<file path="src/rtl/otc_pkg.sv">
package otc_pkg;

    // Histogram counter width and the top bin, which collects all larger counts.
    localparam int HIST_COUNT_WIDTH = 20;
    localparam int TOP_BIN          = 5;
    localparam int NUM_BINS         = TOP_BIN + 1;
    localparam int BIN_W            = $clog2(NUM_BINS);

    // Fixed field widths of the stream items.
    localparam int TLEN_W      = 5;
    localparam int BLEN_W      = 12;
    localparam int MATCH_W     = 12;
    localparam int BIN_OUT_W   = 3;
    localparam int HIST_OUT_W  = 20;
    localparam int NUM_HIST_OUT = 6;
    localparam int OUT_DATA_W  = 136;
    localparam int IN_DATA_W   = 8;
    localparam int CFG_INDEX_W = 2;
    localparam int CFG_DATA_W  = 12;

    // Reset values of the configuration registers.
    localparam logic [TLEN_W-1:0] TLEN_RESET = TLEN_W'(9);
    localparam logic [BLEN_W-1:0] BLEN_RESET = BLEN_W'(1032);

    localparam logic [MATCH_W-1:0] MATCH_MAX = '1;
    localparam logic [HIST_COUNT_WIDTH-1:0] HIST_MAX = '1;

    // Depth of the queue between the bit front end and the histogram back end.
    localparam int FIFO_DEPTH = 2;
    localparam int FIFO_PTR_W = $clog2(FIFO_DEPTH);
    localparam int FIFO_CNT_W = $clog2(FIFO_DEPTH + 1);

    // Configuration register indexes.
    typedef enum logic [CFG_INDEX_W-1:0] {
        CFG_TEMPLATE_LENGTH = 2'd0,
        CFG_BLOCK_LENGTH    = 2'd1
    } cfg_index_t;

    // One finished block as handed from the front end to the back end.
    typedef struct packed {
        logic               clear_hist;
        logic [MATCH_W-1:0] match_count;
    } blk_rec_t;

    typedef logic [HIST_COUNT_WIDTH-1:0] hist_cnt_t;
    typedef logic [HIST_OUT_W-1:0]       hist_out_t;

endpackage

</file>
<file path="src/rtl/otc_front.sv">
module otc_front (
    input  logic                               clk,
    input  logic                               rst_n,
    // Configuration write channel.
    input  logic                               cfg_valid,
    input  logic [otc_pkg::CFG_INDEX_W-1:0]    cfg_index,
    input  logic [otc_pkg::CFG_DATA_W-1:0]     cfg_data,
    // One accepted bit.
    input  logic                               bit_accept,
    input  logic                               seq_bit,
    input  logic                               start_sequence,
    // Finished block toward the queue.
    output logic                               rec_push,
    output otc_pkg::blk_rec_t                  rec
);

    logic [otc_pkg::TLEN_W-1:0]  tlen_reg;
    logic [otc_pkg::BLEN_W-1:0]  blen_reg;
    logic [otc_pkg::BLEN_W-1:0]  pos_reg, pos_next;
    logic [otc_pkg::TLEN_W-1:0]  run_reg, run_next;
    logic [otc_pkg::MATCH_W-1:0] cnt_reg, cnt_next;
    logic                        clr_reg, clr_next;

    logic [otc_pkg::TLEN_W-1:0]  m_len;
    logic [otc_pkg::BLEN_W-1:0]  last_pos;
    logic [otc_pkg::BLEN_W-1:0]  pos_eff;
    logic [otc_pkg::TLEN_W-1:0]  run_eff;
    logic [otc_pkg::MATCH_W-1:0] cnt_eff;
    logic                        clr_eff;
    logic                        blk_end;

    // Configuration registers.
    always_ff @(posedge clk or negedge rst_n)
    begin
        if (!rst_n)
        begin
            tlen_reg <= otc_pkg::TLEN_RESET;
            blen_reg <= otc_pkg::BLEN_RESET;
        end
        else if (cfg_valid)
        begin
            case (otc_pkg::cfg_index_t'(cfg_index))
                otc_pkg::CFG_TEMPLATE_LENGTH: tlen_reg <= cfg_data[otc_pkg::TLEN_W-1:0];
                otc_pkg::CFG_BLOCK_LENGTH:    blen_reg <= cfg_data[otc_pkg::BLEN_W-1:0];
                default:                      ;
            endcase
        end
    end

    // Run-length and match counting for the incoming bit.
    always_comb
    begin
        m_len    = (tlen_reg == '0) ? otc_pkg::TLEN_W'(1) : tlen_reg;
        last_pos = blen_reg - otc_pkg::BLEN_W'(1);
        pos_eff  = start_sequence ? '0 : pos_reg;
        clr_eff  = start_sequence | clr_reg;
        run_eff  = (pos_eff == '0) ? '0 : run_reg;
        cnt_eff  = (pos_eff == '0) ? '0 : cnt_reg;

        run_next = '0;
        cnt_next = cnt_eff;
        if (seq_bit)
        begin
            run_next = (run_eff < m_len) ? run_eff + otc_pkg::TLEN_W'(1) : run_eff;
            if (run_next >= m_len && cnt_eff != otc_pkg::MATCH_MAX)
            begin
                cnt_next = cnt_eff + otc_pkg::MATCH_W'(1);
            end
        end

        blk_end  = (pos_eff == last_pos);
        pos_next = blk_end ? '0 : pos_eff + otc_pkg::BLEN_W'(1);
        // A pending histogram clear rides along with the next finished block.
        clr_next = blk_end ? 1'b0 : clr_eff;

        rec_push             = bit_accept & blk_end;
        rec.clear_hist       = clr_eff;
        rec.match_count      = cnt_next;
    end

    // Block state registers.
    always_ff @(posedge clk or negedge rst_n)
    begin
        if (!rst_n)
        begin
            pos_reg <= '0;
            run_reg <= '0;
            cnt_reg <= '0;
            clr_reg <= 1'b0;
        end
        else if (bit_accept)
        begin
            pos_reg <= pos_next;
            run_reg <= run_next;
            cnt_reg <= cnt_next;
            clr_reg <= clr_next;
        end
    end

endmodule

</file>
<file path="src/rtl/otc_fifo.sv">
module otc_fifo (
    input  logic              clk,
    input  logic              rst_n,
    input  logic              push,
    input  otc_pkg::blk_rec_t push_data,
    output logic              full,
    input  logic              pop,
    output logic              pop_valid,
    output otc_pkg::blk_rec_t pop_data
);

    otc_pkg::blk_rec_t mem [otc_pkg::FIFO_DEPTH];

    logic [otc_pkg::FIFO_PTR_W-1:0] wr_ptr_reg, rd_ptr_reg;
    logic [otc_pkg::FIFO_CNT_W-1:0] count_reg;

    assign full      = (count_reg == otc_pkg::FIFO_CNT_W'(otc_pkg::FIFO_DEPTH));
    assign pop_valid = (count_reg != '0);
    assign pop_data  = mem[rd_ptr_reg];

    // Storage write.
    always_ff @(posedge clk)
    begin
        if (push)
        begin
            mem[wr_ptr_reg] <= push_data;
        end
    end

    // Pointers and fill count.
    always_ff @(posedge clk or negedge rst_n)
    begin
        if (!rst_n)
        begin
            wr_ptr_reg <= '0;
            rd_ptr_reg <= '0;
            count_reg  <= '0;
        end
        else
        begin
            if (push)
            begin
                wr_ptr_reg <= (wr_ptr_reg == otc_pkg::FIFO_PTR_W'(otc_pkg::FIFO_DEPTH - 1))
                              ? '0 : wr_ptr_reg + otc_pkg::FIFO_PTR_W'(1);
            end
            if (pop)
            begin
                rd_ptr_reg <= (rd_ptr_reg == otc_pkg::FIFO_PTR_W'(otc_pkg::FIFO_DEPTH - 1))
                              ? '0 : rd_ptr_reg + otc_pkg::FIFO_PTR_W'(1);
            end
            if (push && !pop)
            begin
                count_reg <= count_reg + otc_pkg::FIFO_CNT_W'(1);
            end
            else if (pop && !push)
            begin
                count_reg <= count_reg - otc_pkg::FIFO_CNT_W'(1);
            end
        end
    end

    // A block record must never be written into a full queue or read from an empty one.
    a_no_overflow: assert property (@(posedge clk) disable iff (!rst_n) !(push && full))
        else $error("block record pushed into a full queue");
    a_no_underflow: assert property (@(posedge clk) disable iff (!rst_n) !(pop && !pop_valid))
        else $error("block record popped from an empty queue");

endmodule

</file>
<file path="src/rtl/otc_back.sv">
module otc_back (
    input  logic                                clk,
    input  logic                                rst_n,
    input  logic                                rec_valid,
    input  otc_pkg::blk_rec_t                   rec,
    output logic                                rec_pop,
    output logic                                out_valid,
    input  logic                                out_ready,
    output logic [otc_pkg::MATCH_W-1:0]         out_matches,
    output logic [otc_pkg::BIN_OUT_W-1:0]       out_bin,
    output otc_pkg::hist_out_t                  out_hist [otc_pkg::NUM_HIST_OUT]
);

    otc_pkg::hist_cnt_t hist_reg  [otc_pkg::NUM_BINS];
    otc_pkg::hist_cnt_t hist_next [otc_pkg::NUM_BINS];
    otc_pkg::hist_out_t ohist_reg [otc_pkg::NUM_HIST_OUT];
    otc_pkg::hist_out_t ohist_next[otc_pkg::NUM_HIST_OUT];

    logic                          ovalid_reg;
    logic [otc_pkg::MATCH_W-1:0]   omatch_reg;
    logic [otc_pkg::BIN_OUT_W-1:0] obin_reg;
    logic [otc_pkg::BIN_W-1:0]     bin;
    logic                          load;

    // Take a record when the output register is empty or is being emptied.
    assign load    = rec_valid & (~ovalid_reg | out_ready);
    assign rec_pop = load;

    // Bin selection and saturating histogram update.
    always_comb
    begin
        bin = (rec.match_count < otc_pkg::MATCH_W'(otc_pkg::TOP_BIN))
              ? rec.match_count[otc_pkg::BIN_W-1:0]
              : otc_pkg::BIN_W'(otc_pkg::TOP_BIN);
        for (int b = 0; b < otc_pkg::NUM_BINS; b++)
        begin
            hist_next[b] = rec.clear_hist ? '0 : hist_reg[b];
            if (bin == otc_pkg::BIN_W'(b) && hist_next[b] != otc_pkg::HIST_MAX)
            begin
                hist_next[b] = hist_next[b] + otc_pkg::HIST_COUNT_WIDTH'(1);
            end
        end
        for (int j = 0; j < otc_pkg::NUM_HIST_OUT; j++)
        begin
            ohist_next[j] = '0;
            if (j < otc_pkg::NUM_BINS)
            begin
                ohist_next[j] = otc_pkg::HIST_OUT_W'(hist_next[j]);
            end
        end
    end

    // Histogram counters.
    always_ff @(posedge clk or negedge rst_n)
    begin
        if (!rst_n)
        begin
            for (int b = 0; b < otc_pkg::NUM_BINS; b++)
            begin
                hist_reg[b] <= '0;
            end
        end
        else if (load)
        begin
            for (int b = 0; b < otc_pkg::NUM_BINS; b++)
            begin
                hist_reg[b] <= hist_next[b];
            end
        end
    end

    // Output valid flag.
    always_ff @(posedge clk or negedge rst_n)
    begin
        if (!rst_n)
        begin
            ovalid_reg <= 1'b0;
        end
        else if (load)
        begin
            ovalid_reg <= 1'b1;
        end
        else if (out_ready)
        begin
            ovalid_reg <= 1'b0;
        end
    end

    // Output payload register.
    always_ff @(posedge clk)
    begin
        if (load)
        begin
            omatch_reg <= rec.match_count;
            obin_reg   <= otc_pkg::BIN_OUT_W'(bin);
            for (int j = 0; j < otc_pkg::NUM_HIST_OUT; j++)
            begin
                ohist_reg[j] <= ohist_next[j];
            end
        end
    end

    assign out_valid   = ovalid_reg;
    assign out_matches = omatch_reg;
    assign out_bin     = obin_reg;
    always_comb
    begin
        for (int j = 0; j < otc_pkg::NUM_HIST_OUT; j++)
        begin
            out_hist[j] = ohist_reg[j];
        end
    end

    // A loaded record always shows up as a valid result in the next cycle.
    a_load_shows: assert property (@(posedge clk) disable iff (!rst_n) load |=> out_valid)
        else $error("loaded block result not presented");
    // A result that is still waiting must not be overwritten by a new record.
    a_no_overwrite: assert property (@(posedge clk) disable iff (!rst_n)
                                     (out_valid && !out_ready) |-> !rec_pop)
        else $error("pending block result overwritten");

endmodule

</file>
<file path="src/rtl/overlapping_ones_template_counter.sv">
// Overlapping all-ones template counter: takes one sequence bit per transaction, cuts the
// stream into blocks of block_length bits and counts the overlapping windows of
// template_length consecutive ones inside each block. At every block end it emits one
// transaction with the block's match count, its bin (0 to 4, or 5 for five and more) and
// the six saturating histogram counters including that block; other bits emit nothing.
// A bit with start_sequence set clears the histogram and the block position first.
// The block takes one bit every clock cycle; a finished block reaches the output
// through a two-entry block queue and the output register. Input stalls only when that
// queue is full because results are not being taken.
// Configuration is written through the cfg channel (index 0 template_length, index 1
// block_length). Users must write it only while the block is idle; it is not enforced.
module overlapping_ones_template_counter (
    input  logic                                clk,
    input  logic                                rst_n,
    // Input bit stream.
    input  logic                                s_axis_tvalid,
    output logic                                s_axis_tready,
    input  logic [otc_pkg::IN_DATA_W-1:0]       s_axis_tdata,  // [0] seq_bit, rest zero
    input  logic                                s_axis_tuser,  // [0] start_sequence
    // Per-block results.
    output logic                                m_axis_tvalid,
    input  logic                                m_axis_tready,
    // [11:0] block_matches, [14:12] bin_index, [34:15] hist_zero, [54:35] hist_one,
    // [74:55] hist_two, [94:75] hist_three, [114:95] hist_four, [134:115] hist_many,
    // [135] zero
    output logic [otc_pkg::OUT_DATA_W-1:0]      m_axis_tdata,
    // Configuration write channel.
    input  logic                                cfg_valid,
    output logic                                cfg_ready,
    input  logic [otc_pkg::CFG_INDEX_W-1:0]     cfg_index,
    input  logic [otc_pkg::CFG_DATA_W-1:0]      cfg_data
);

    logic                          bit_accept;
    logic                          rec_push;
    logic                          rec_pop;
    logic                          fifo_full;
    logic                          rec_valid;
    otc_pkg::blk_rec_t             push_rec;
    otc_pkg::blk_rec_t             pop_rec;
    logic [otc_pkg::MATCH_W-1:0]   out_matches;
    logic [otc_pkg::BIN_OUT_W-1:0] out_bin;
    otc_pkg::hist_out_t            out_hist [otc_pkg::NUM_HIST_OUT];

    assign cfg_ready     = 1'b1;
    assign s_axis_tready = ~fifo_full;
    assign bit_accept    = s_axis_tvalid & s_axis_tready;

    // Front end: block position, run of ones and match count.
    otc_front u_front (
        .clk            (clk),
        .rst_n          (rst_n),
        .cfg_valid      (cfg_valid),
        .cfg_index      (cfg_index),
        .cfg_data       (cfg_data),
        .bit_accept     (bit_accept),
        .seq_bit        (s_axis_tdata[0]),
        .start_sequence (s_axis_tuser),
        .rec_push       (rec_push),
        .rec            (push_rec)
    );

    // Queue of finished blocks.
    otc_fifo u_fifo (
        .clk       (clk),
        .rst_n     (rst_n),
        .push      (rec_push),
        .push_data (push_rec),
        .full      (fifo_full),
        .pop       (rec_pop),
        .pop_valid (rec_valid),
        .pop_data  (pop_rec)
    );

    // Back end: histogram and result register.
    otc_back u_back (
        .clk         (clk),
        .rst_n       (rst_n),
        .rec_valid   (rec_valid),
        .rec         (pop_rec),
        .rec_pop     (rec_pop),
        .out_valid   (m_axis_tvalid),
        .out_ready   (m_axis_tready),
        .out_matches (out_matches),
        .out_bin     (out_bin),
        .out_hist    (out_hist)
    );

    // Result packing, first field in the lowest bits.
    assign m_axis_tdata = {1'b0, out_hist[5], out_hist[4], out_hist[3], out_hist[2],
                           out_hist[1], out_hist[0], out_bin, out_matches};

endmodule
</file>
<file path="config.mk">
export PLATFORM = sky130hd
export DESIGN_NAME = overlapping_ones_template_counter
export DESIGN_NICKNAME = d
export VERILOG_FILES = /design/src/rtl/otc_pkg.sv /design/src/rtl/otc_front.sv /design/src/rtl/otc_fifo.sv /design/src/rtl/otc_back.sv /design/src/rtl/overlapping_ones_template_counter.sv
export SDC_FILE = /design/constraint.sdc
export NUM_CORES = 1
export LEC_CHECK = 0
export BUFFER_PORTS_ARGS = -buffer_cell sky130_fd_sc_hd__buf_2
export CAP_MARGIN = 20
export CORE_MARGIN = 3
export CORE_UTILIZATION = 65
export CTS_CLUSTER_DIAMETER = 120
export DETAILED_ROUTE_END_ITERATION = 12
export GPL_TIMING_DRIVEN = 1
export HOLD_SLACK_MARGIN = 0.03
export PLACE_DENSITY = 0.95
export SLEW_MARGIN = 40
export SYNTH_ARGS = -nofsm -noshare
export SYNTH_HDL_FRONTEND = slang
export SYNTH_SLANG_ARGS = --single-unit
</file>
<file path="constraint.sdc">
create_clock -name clk -period 12.8 [get_ports clk]
set_clock_uncertainty 0.1 [all_clocks]
set_input_delay 0.64 -clock clk [delete_from_list [all_inputs] [get_ports clk]]
set_output_delay 0.64 -clock clk [all_outputs]
set_load 0.02 [all_outputs]
</file>
# --- After elaboration in Yosys (flattened, before gate mapping) ---
# Memories as Yosys holds them, arrays and structs flattened.
# Index checks and enable logic that the tools add are counted.
# Widths: inputs -> output; s select.
word_totals:
  elab_cells: 112
  ram_bits: 146
  mem_count: 2
  register_bits: 187
  out_inout_bits: 139
  in_bits: 28
mem_list:
  columns: ["name", "words", "word_bits", "rd", "rd_clocked_by_memory_dff", "wr", "line_no", "source"]
  rows:
  - ["u_back.ohist_reg", 6, 20, 6, 0, 6, "otc_back.sv:16", "otc_pkg::hist_out_t ohist_reg [otc_pkg::NUM_HIST_OUT];"]
  - ["u_fifo.mem", 2, 13, 1, 0, 1, "otc_fifo.sv:12", "otc_pkg::blk_rec_t mem [otc_pkg::FIFO_DEPTH];"]
op_classes:
  addsub: 14
  order_cmp: 3
  n_bitwise: 7
  mux: 33
  eq_ne: 15
  n_reduce_logical: 20
ops:
  columns: ["op", "n"]
  rows:
  - ["$mux 20", 12]
  - ["$add 20x1->20 const B", 6]
  - ["$ne 20x20->1 const B", 6]
  - ["$mux 12", 5]
  - ["$add 12x1->12 const B", 2]
  - ["$mux 5", 4]
  - ["$eq 12x12->1", 1]
  - ["$logic_not 12->1", 1]
  - ["$lt 12x3->1 const B", 1]
  - ["$ne 12x12->1 const B", 1]
  - ["$sub 12x1->12 const B", 1]
  - ["$logic_and 1x1->1", 9]
  - ["$mux 1", 9]
  - ["$eq 3x2->1 const B", 2]
  - ["$eq 3x3->1 const B", 2]
  - ["$reduce_bool 2->1", 3]
  - ["$add 5x1->5 const B", 1]
  - ["$ge 5x5->1", 1]
  - ["$logic_not 5->1", 1]
  - ["$lt 5x5->1", 1]
  - ["$mux 2", 2]
  - ["$reduce_and 2->1", 2]
  - ["$and 1x1->1", 3]
  - ["$eq 3x1->1 const B", 1]
  - ["other kinds (11)", 15]

# --- Longest topological paths before layout ---
# Gate-level depths: netlist of run 1.
depth:
  ltp_word: 9
  depth_mapped: 23
  mapped_depth_nobuf: 20

# --- Hierarchy ---
# A second synthesis of run 1 with hierarchy kept.
hier_totals:
  hier_cells: 1908
  area_unflattened_um2: 18964.4
by_module_without_submodules:
  columns: ["module", "seq_area_each_um2", "n_inst", "cells_per_inst", "area_each_um2"]
  rows:
  - ["otc_back", 7081.8, 1, 1418, 14198.6]
  - ["otc_front", 1181.1, 1, 428, 3606.0]
  - ["otc_fifo", 880.8, 1, 56, 1127.3]
  - ["overlapping_ones_template_counter", 0.0, 1, 6, 32.5]

# --- Least setup slack after synthesis of run 1 ---
# OpenSTA, ideal clock, no wires.
synth_path:
  kind: "input-to-reg"
  startpoint: "input m_axis_tready"
  endpoint: "register u_back.hist_reg[5] in the netlist's numbering"
  setup_ns: 0.343
  t_arrival_ns: 5.342
  setup_slack_ns: 7.015
  path_stages: 6
  required_ns: 12.357
  n_path_buf: 2
  path_cell_list: "nand2b_1 o21ai_1 inv_1 clkbuf_1 clkbuf_1 a31oi_1"
synth_between:
  elab_chain_cells: 2
synth_rtl:
  columns: ["item", "line_no", "source"]
  rows:
  - ["from (decl)", "overlapping_ones_template_counter.sv:22", "input logic m_axis_tready,"]
  - ["$or 1x1->1", "otc_back.sv:26", "assign load = rec_valid & (~ovalid_reg | out_ready);"]
  - ["$and 1x1->1", "otc_back.sv:26", null]
  - ["named net rec_pop", "overlapping_ones_template_counter.sv:36", "logic rec_pop;"]
  - ["to (signal, indexed assignment)", "otc_back.sv:67", "hist_reg[b] <= hist_next[b];"]
  - ["to (decl)", "otc_back.sv:14", "otc_pkg::hist_cnt_t hist_reg [otc_pkg::NUM_BINS];"]
# The timed path passes the listed nets, and every way through them passes these cells.
# A chain may end at the register's enable or synchronous reset.

==> reports/metrics.csv, run 1 <==
metric,value,unit
Pwr Density,192,nW/µm²
Synth Cell Area,17400,µm²
non-filler cells in the finished layout,2175,
sw frac,37.3,%
number of diodes,0,
"Cell Area, Placed",18400,µm²
core area,26200,µm²
worst skew pair latency,530,ps
initial DRC count,1899,
share of layout cells above drive strength 1,17.0,%
VDD IR max,0.187,mV
biggest area consumer among synthesized cells,edfxtp_1,
synth top area cells,"edfxtp_1, dfrtp_1, nand2_1",
CTS tree,yes,
area grow syn2layout,12.4,%
postcts setup bufs,0,
"Seq/Total Area, Yosys",52.5,%
Synth Area in Simple Gates,20.4,%
Total Wirelength,41200,µm
DRT antenna net count,0,
highest clock rate,0.185,GHz
Synth Instances,1701,
Yosys warning total,0,
Vias,14100,
synth unique cells,89,
"Hold Vio Cnt, Final",0,
H-tree Lvls,2,
setup TNS,0,ps
Remaining DRCs,0,
post-layout minimum cycle time,5420,ps
net load switching power,1400,µW
largest net degree at the start of global routing,97,
Hold Crit Class,in2reg,
DP HPWL,26000,µm
Die X,170,µm
Hold WS,266,ps
Total GRT Usage,28.2,%
Clk network pwr share,27.3,%
Critical Path RT,12930,ps
Pint,2360,µW
port bufs,157,
# setup viols final,0,
chip height,170,µm
kind of critical path,reg2reg,
Critical Path End Type,register,
Slew @ Worst Pin,744,ps
nets,1862,
global-route wire length before repair,66600,µm
pins over their slew limit,0,
adder-cell share of the synthesized area,1.51,%
I/O pin total,167,
status,finished clean,
period utilization,42.3,%
Initial Util,66.5,%
post-synthesis mux area share,3.20,%
Async SR Flop Fraction,51.7,%
"Top FF cell, synth",dfrtp_1,
Max transition margin,49.1,%
gpl congestion,0.863,
number of iterations in the first detailed-routing pass,6,
max-cap violation count,0,
largest family of logic cells by synthesized area,simple AND/OR/NAND/NOR gates,
DR vias/cell,6.48,
die footprint,28800,µm²
Worst Setup Start Kind,register,
num rows,59,
share of the synthesized area in the top cell type,27.8,%
initial antenna violation count,0,
clk slew on worst S/H paths,60,ps
"EDFF count, synth",161,
Avg WL per Cell,18.9,µm
CP arrival,5550,ps
design area,19600,µm²
RSZ-0062 raised after global routing,no,
syn nets,1750,
fill count,1610,
compound-cell area share of the yosys netlist,12.6,%
register area,9150,µm²
Synth Area in XOR/XNOR,6.79,%
dpl cells,2110,
number of synthesized register bits,333,
root buffer cell,clkbuf_16,
Clock Tree Buf Depth,3,
gr ovfl total,0,
vias in the first global route,13500,
Leak Pwr,0.00800,µW
power share of the sequential group,42.6,%
Syn Area/Cell,10.2,µm²
CTS buffer count,35,
CTS Sinks,333,
Logic pwr share,30.1,%
"critical path fanouts, max",15,
multi-input logic area,7800,µm²
-- final timing paths --
path                                           startpoint                               to  slack (ps)  cells past startpoint
max                        u_front.pos_reg[5]$_DFFE_PN0P_       u_fifo.mem[0][9]$_DFFE_PP_        7380                     20
min                                           cfg_data[6]  u_front.blen_reg[6]$_DFFE_PN0P_         270                      2
max reg2reg                u_front.pos_reg[5]$_DFFE_PN0P_       u_fifo.mem[0][9]$_DFFE_PP_        7380                     20
min reg2reg                   u_front.clr_reg$_DFFE_PN0P_      u_front.clr_reg$_DFFE_PN0P_         400                      2
max in group asynchronous                           rst_n    u_fifo.rd_ptr_reg$_DFFE_PN0P_       10270                      4
min in group asynchronous                           rst_n   u_back.hist_reg[1]$_DFFE_PN0P_         580                      2
-- layout make-up --
class,count,share of cell area [%]
inverter,34,0.690
sequential,333,46.7
clock buffer,41,4.85
multi-input combinational,1239,39.9
clock inverter,23,1.11
timing repair buffer,170,4.62
tap,335,2.14
-- cells in the final DEF (no fill, tap or decap), types with 6 or more instances in the layout --
cell and n:
mux2i_1 16, buf_4 7, and3_1 45, o31ai_1 41, a21oi_1 46, nor4_1 15
nand4_1 32, and2_1 23, nor3_2 6, nand2_1 231, a22o_1 19, clkinv_2 8
nor3_1 28, buf_2 157, edfxtp_1 161, nand2b_1 10, o21ai_0 113, ha_1 21
or3_1 11, o311ai_0 9, inv_1 31, a21o_1 17, a31oi_1 21, dfrtp_1 167
mux2_2 29, nand3_1 82, a22oi_1 13, clkbuf_16 36, and4_1 10, nor2b_1 11
nor2_1 143, xnor2_1 75, o211ai_1 8, xor2_1 60
-- critical path: stages (launching register included) --
cell and delay, ps:
dfrtp_1 440, nor4_1 350, a31oi_1 200, nand2b_1 470, and2_1 360, ha_1 320
a21o_1 180, a21o_1 170, a21oi_1 250, and3_1 220, o21bai_1 150, ha_1 260
nand2b_1 140, a21o_1 190, a21o_1 180, a211o_1 300, o211ai_1 250, buf_2 300
nor3_1 100, xnor2_1 150, nor2_1 80
-- power by group through the flow --
stage / Combinational, µW / Clock [µW] / Sequential [µW]
finish: 1130 / 1030 / 1600
global route: 1230 / 1080 / 1630
CTS: 1130 / 1040 / 1600
detailed placement: 1120 / 0 / 1610
global placement: 1070 / 0 / 1600
floorplan: 616 / 0 / 1770
-- cells by family after synthesis --
group,Yosys count
AOI/OAI and AO/OA,332
and+or+nand+nor,700
buffers and inverters,129
xor gates and xnor gates,135
DFF,333
adders and majority gates,21
muxes,49
other,2
-- synth_stat cells, types with 8 or more instances --
master and count:
buf_2 8, nor2_1 144, clkbuf_1 75, o211ai_1 8
a21oi_1 47, o31ai_1 41, and2_1 23, xor2_1 60
and4_1 10, ha_1 21, a22o_1 19, or3_1 11
buf_1 8, o21ai_0 113, nor2b_1 12, a31oi_1 21
xnor2_1 75, nor3_1 29, mux2i_1 16, nand2_1 232
dfrtp_1 168, and3_1 45, inv_1 32, a22oi_1 13
edfxtp_1 161, o311ai_0 9, nor4_1 15, nand4_1 32
mux2_2 30, nand2b_1 10, a21o_1 17, nand3_1 82
-- layer usage --
layer	wire, µm	global-route usage, %	up-vias
li1	-	-	6400
met1	15800	36.6	6789
met2	20600	47.8	782
met3	3630	4.26	113
met4	1200	11.3	0
met5	0	0	-
-- stage by stage --
stage          util (%)  setup slack (ps)  total power, µW
6_report           74.7              7380             3760
5_1_grt            74.7              7010             3940
4_1_cts            74.6              7450             3760
3_5_place_dp       70.1              7210             2730
3_3_place_gp       70.0              7270             2660
2_1_floorplan         -              7010             2390
-- timing repair --
| action | 4_1_cts | 5_1_grt |
|---|---|---|
| hold buffers | 1 | 0 |
| endpoints found under the hold margin | 32 | 0 |
| resized for setup | 0 | 0 |
Power figures use the tool's default switching activity.
==> inputs of run 2 (changes only) <==
- CORE_UTILIZATION: 65 -> 54
- PLACE_DENSITY: 0.95 -> 0.88
- clock period: 12.8 -> 4.78 ns (I/O delays scaled with it)
==> run 2 against run 1 <==
  * Total power rose to 2.8 times the previous value
  * Combinational power rose to 2.8 times the previous value
  * Clock power grew to 3.0 times the previous value
  * Largest power group unchanged
==> reports/metrics.csv, run 2 (synthesized netlist as in run 1, its figures left out) <==
metric,value,unit,change
global-route wire length before repair,67000,µm,+0.69%
share of layout cells above drive strength 1,17.9,%,+0.91 points
gpl congestion,0.912,,+5.7%
max-cap violation count,0,,unchanged
VDD IR max,0.339,mV,+81%
num rows,65,,+10%
Total Wirelength,41100,µm,-0.28%
clk slew on worst S/H paths,60,ps,about the same
Worst path most repeated cell,a21o_1,,
DP HPWL,26400,µm,+1.7%
DRT antenna net count,0,,unchanged
Worst path max stage delay,450,ps,-20 ps
met3 global-route usage,3.30,%,-0.96 points
H-tree Lvls,2,,unchanged
port bufs,157,,unchanged
Worst Setup Start Kind,register,,
gr ovfl total,0,,unchanged
DR vias/cell,6.12,,-5.5%
R2R cell count,20,,unchanged
"Cell Area, Placed",18500,µm²,+0.82%
"critical path fanouts, max",7,,-8
"Cell Chain, Critical Path","nor4_4, a31oi_2, nand2b_4, and2_1, ha_1, a21o_1, a21o_1, a21oi_4, and3_1, o21bai_1, ha_1, nand2b_1, a21o_1, a21o_1, a211o_1, o211ai_1, buf_4, nor2_1, xnor2_1, nor2_1",,
Leak Pwr,0.00825,µW,+3.2%
Critical Path Slowest Stage Cell,dfrtp_2,,
kind of critical path,reg2reg,,
Remaining DRCs,0,,unchanged
"most common cell after layout, fill and taps aside",nand2_1,,
Worst R2R Start,u_front.pos_reg[5]$_DFFE_PN0P_,,
most frequent cells in the layout,"nand2_1, dfrtp_1, edfxtp_1",,
Layout Utilization,63.8,%,-11 points
Max transition margin,47.8,%,-1.3 points
worst skew pair latency,520,ps,about the same
CTS buffer count,36,,+2.9%
CP top delay family,compound AO/OA/AOI/OAI gates,,
I/O pin total,167,,unchanged
Worst R2R Setup Slack,150,ps,-7240 ps
Critical R2R Capture,u_fifo.mem[0][3]$_DFFE_PP_,,
Die X,186,µm,+9.4%
Vias,13900,,-1.1%
Pwr Density,521,nW/µm²,+170%
busiest grt layer,met2,,
status,finished clean,,
Hold Crit Class,in2reg,,
Initial Util,55.1,%,-11 points
initial antenna violation count,0,,unchanged
Clock Tree Buf Depth,3,,unchanged
pins over their slew limit,0,,unchanged
root buffer cell,clkbuf_16,,
Hold Crit Start,cfg_index[1],,
number of iterations in the first detailed-routing pass,6,,unchanged
CTS tree,yes,,
number of diodes,0,,unchanged
vias in the first global route,13500,,+0.26%
chip height,186,µm,+9.4%
post-layout minimum cycle time,4630,ps,-783 ps
highest clock rate,0.216,GHz,+17%
Critical Path RT,4920,ps,-8010 ps
CTS Sinks,333,,unchanged
grt met2 use,41.3,%,-6.5 points
Total GRT Usage,23.6,%,-4.6 points
CP bufs+invs,1,,unchanged
non-filler cells in the finished layout,2277,,+4.7%
nets,1896,,+1.8%
Avg WL per Cell,18.0,µm,-4.7%
"Hold Vio Cnt, Final",0,,unchanged
core area,31600,µm²,+21%
GR Util met1,30.6,%,-6.1 points
Hold Path Sink,u_front.tlen_reg[2]$_DFFE_PN0P_,,
largest net degree at the start of global routing,97,,unchanged
Slew @ Worst Pin,783,ps,+38.8 ps
area grow syn2layout,15.9,%,
# setup viols final,0,,unchanged
period utilization,96.9,%,+55 points
design area,20200,µm²,+3.2%
dpl cells,2185,,+3.6%
initial DRC count,1555,,-18%
Critical Path End Type,register,,
CP arrival,4770,ps,-780 ps
die footprint,34500,µm²,+20%
hold path depth,4,,+2
-- run 2: changes by cell type in the layout (fill, tap and decap cells not counted), moves of 3 or more --
cell	previous run	this run
clkinv_1	5	2
bufinv_16	3	9
buf_4	7	22
buf_6	5	1
dlygate4sd3_1	1	21
-- run 2: worst register-to-register path, delay by kind of cell (launching register included) --
kind | cells | cell delay [ps]
flops | 1 | 450
fa+ha+maj | 2 | 570
xor+xnor | 1 | 180
simple gates | 7 | 1210
compound gates | 9 | 1630
buf+inv | 1 | 220
-- run 2: layout make-up --
type,count,area [µm²]
clock buffer,44,1000
clock inverter,22,350
fill,2341,11400
inverter,34,133
multi-input combinational,1239,7850
sequential,333,9150
tap,402,503
timing repair buffer,203,1210
-- run 2: worst max-delay path by stage --
stage / from / to / slack [ps] / cells after the start
finish: u_front.pos_reg[5]$_DFFE_PN0P_ / u_fifo.mem[0][3]$_DFFE_PP_ / 150 / 20
global route: u_front.pos_reg[5]$_DFFE_PN0P_ / u_fifo.mem[0][3]$_DFFE_PP_ / -30 / 20
CTS: u_front.pos_reg[5]$_DFFE_PN0P_ / u_fifo.mem[1][9]$_DFFE_PP_ / 5 / 20
detailed placement: u_front.pos_reg[5]$_DFFE_PN0P_ / u_fifo.mem[0][9]$_DFFE_PP_ / -40 / 20
global placement: u_front.pos_reg[5]$_DFFE_PN0P_ / u_fifo.mem[0][11]$_DFFE_PP_ / 190 / 20
floorplan: s_axis_tuser / u_fifo.mem[0][10]$_DFFE_PP_ / 140 / 23
-- run 2: metrics by stage --
| stage | setup TNS (ps) | total power [µW] | worst slack (ps) | hold slack, ps |
|---|---|---|---|---|
| 2_1_floorplan | 0 | 6350 | 145 | -157 |
| 3_3_place_gp | 0 | 7210 | 186 | 252 |
| 3_5_place_dp | -118 | 7350 | -37.3 | 254 |
| 4_1_cts | 0 | 10500 | 4.83 | 58.7 |
| 5_1_grt | -53.9 | 11000 | -26.1 | 62.5 |
| 6_report | 0 | 10500 | 146 | 48.3 |
-- run 2: report_power, final --
part | switching (µW) | internal [µW] | leakage, µW
Combinational | 2160 | 972 | 0.00370
Clock | 1150 | 1990 | 0.000665
Sequential | 441 | 3810 | 0.00389
Total | 3750 | 6770 | 0.00825
-- run 2: what timing repair did --
action,in CTS,in global routing
gates cloned,0,1
pin swaps,0,6
endpoints found under the hold margin,98,0
hold buffers,21,0
endpoints found under the setup margin,12,36
resized for setup,1,13
buffers inserted,0,4
-- run 2: routing by layer --
metal | routed length (µm) | vias to the layer above | part of all wire (%)
met2 | 20600 | 637 | 50
met4 | 1030 | 0 | 2.5
met1 | 16700 | 6750 | 41
met5 | 0 | - | 0
li1 | - | 6461 | -
met3 | 2750 | 82 | 6.7
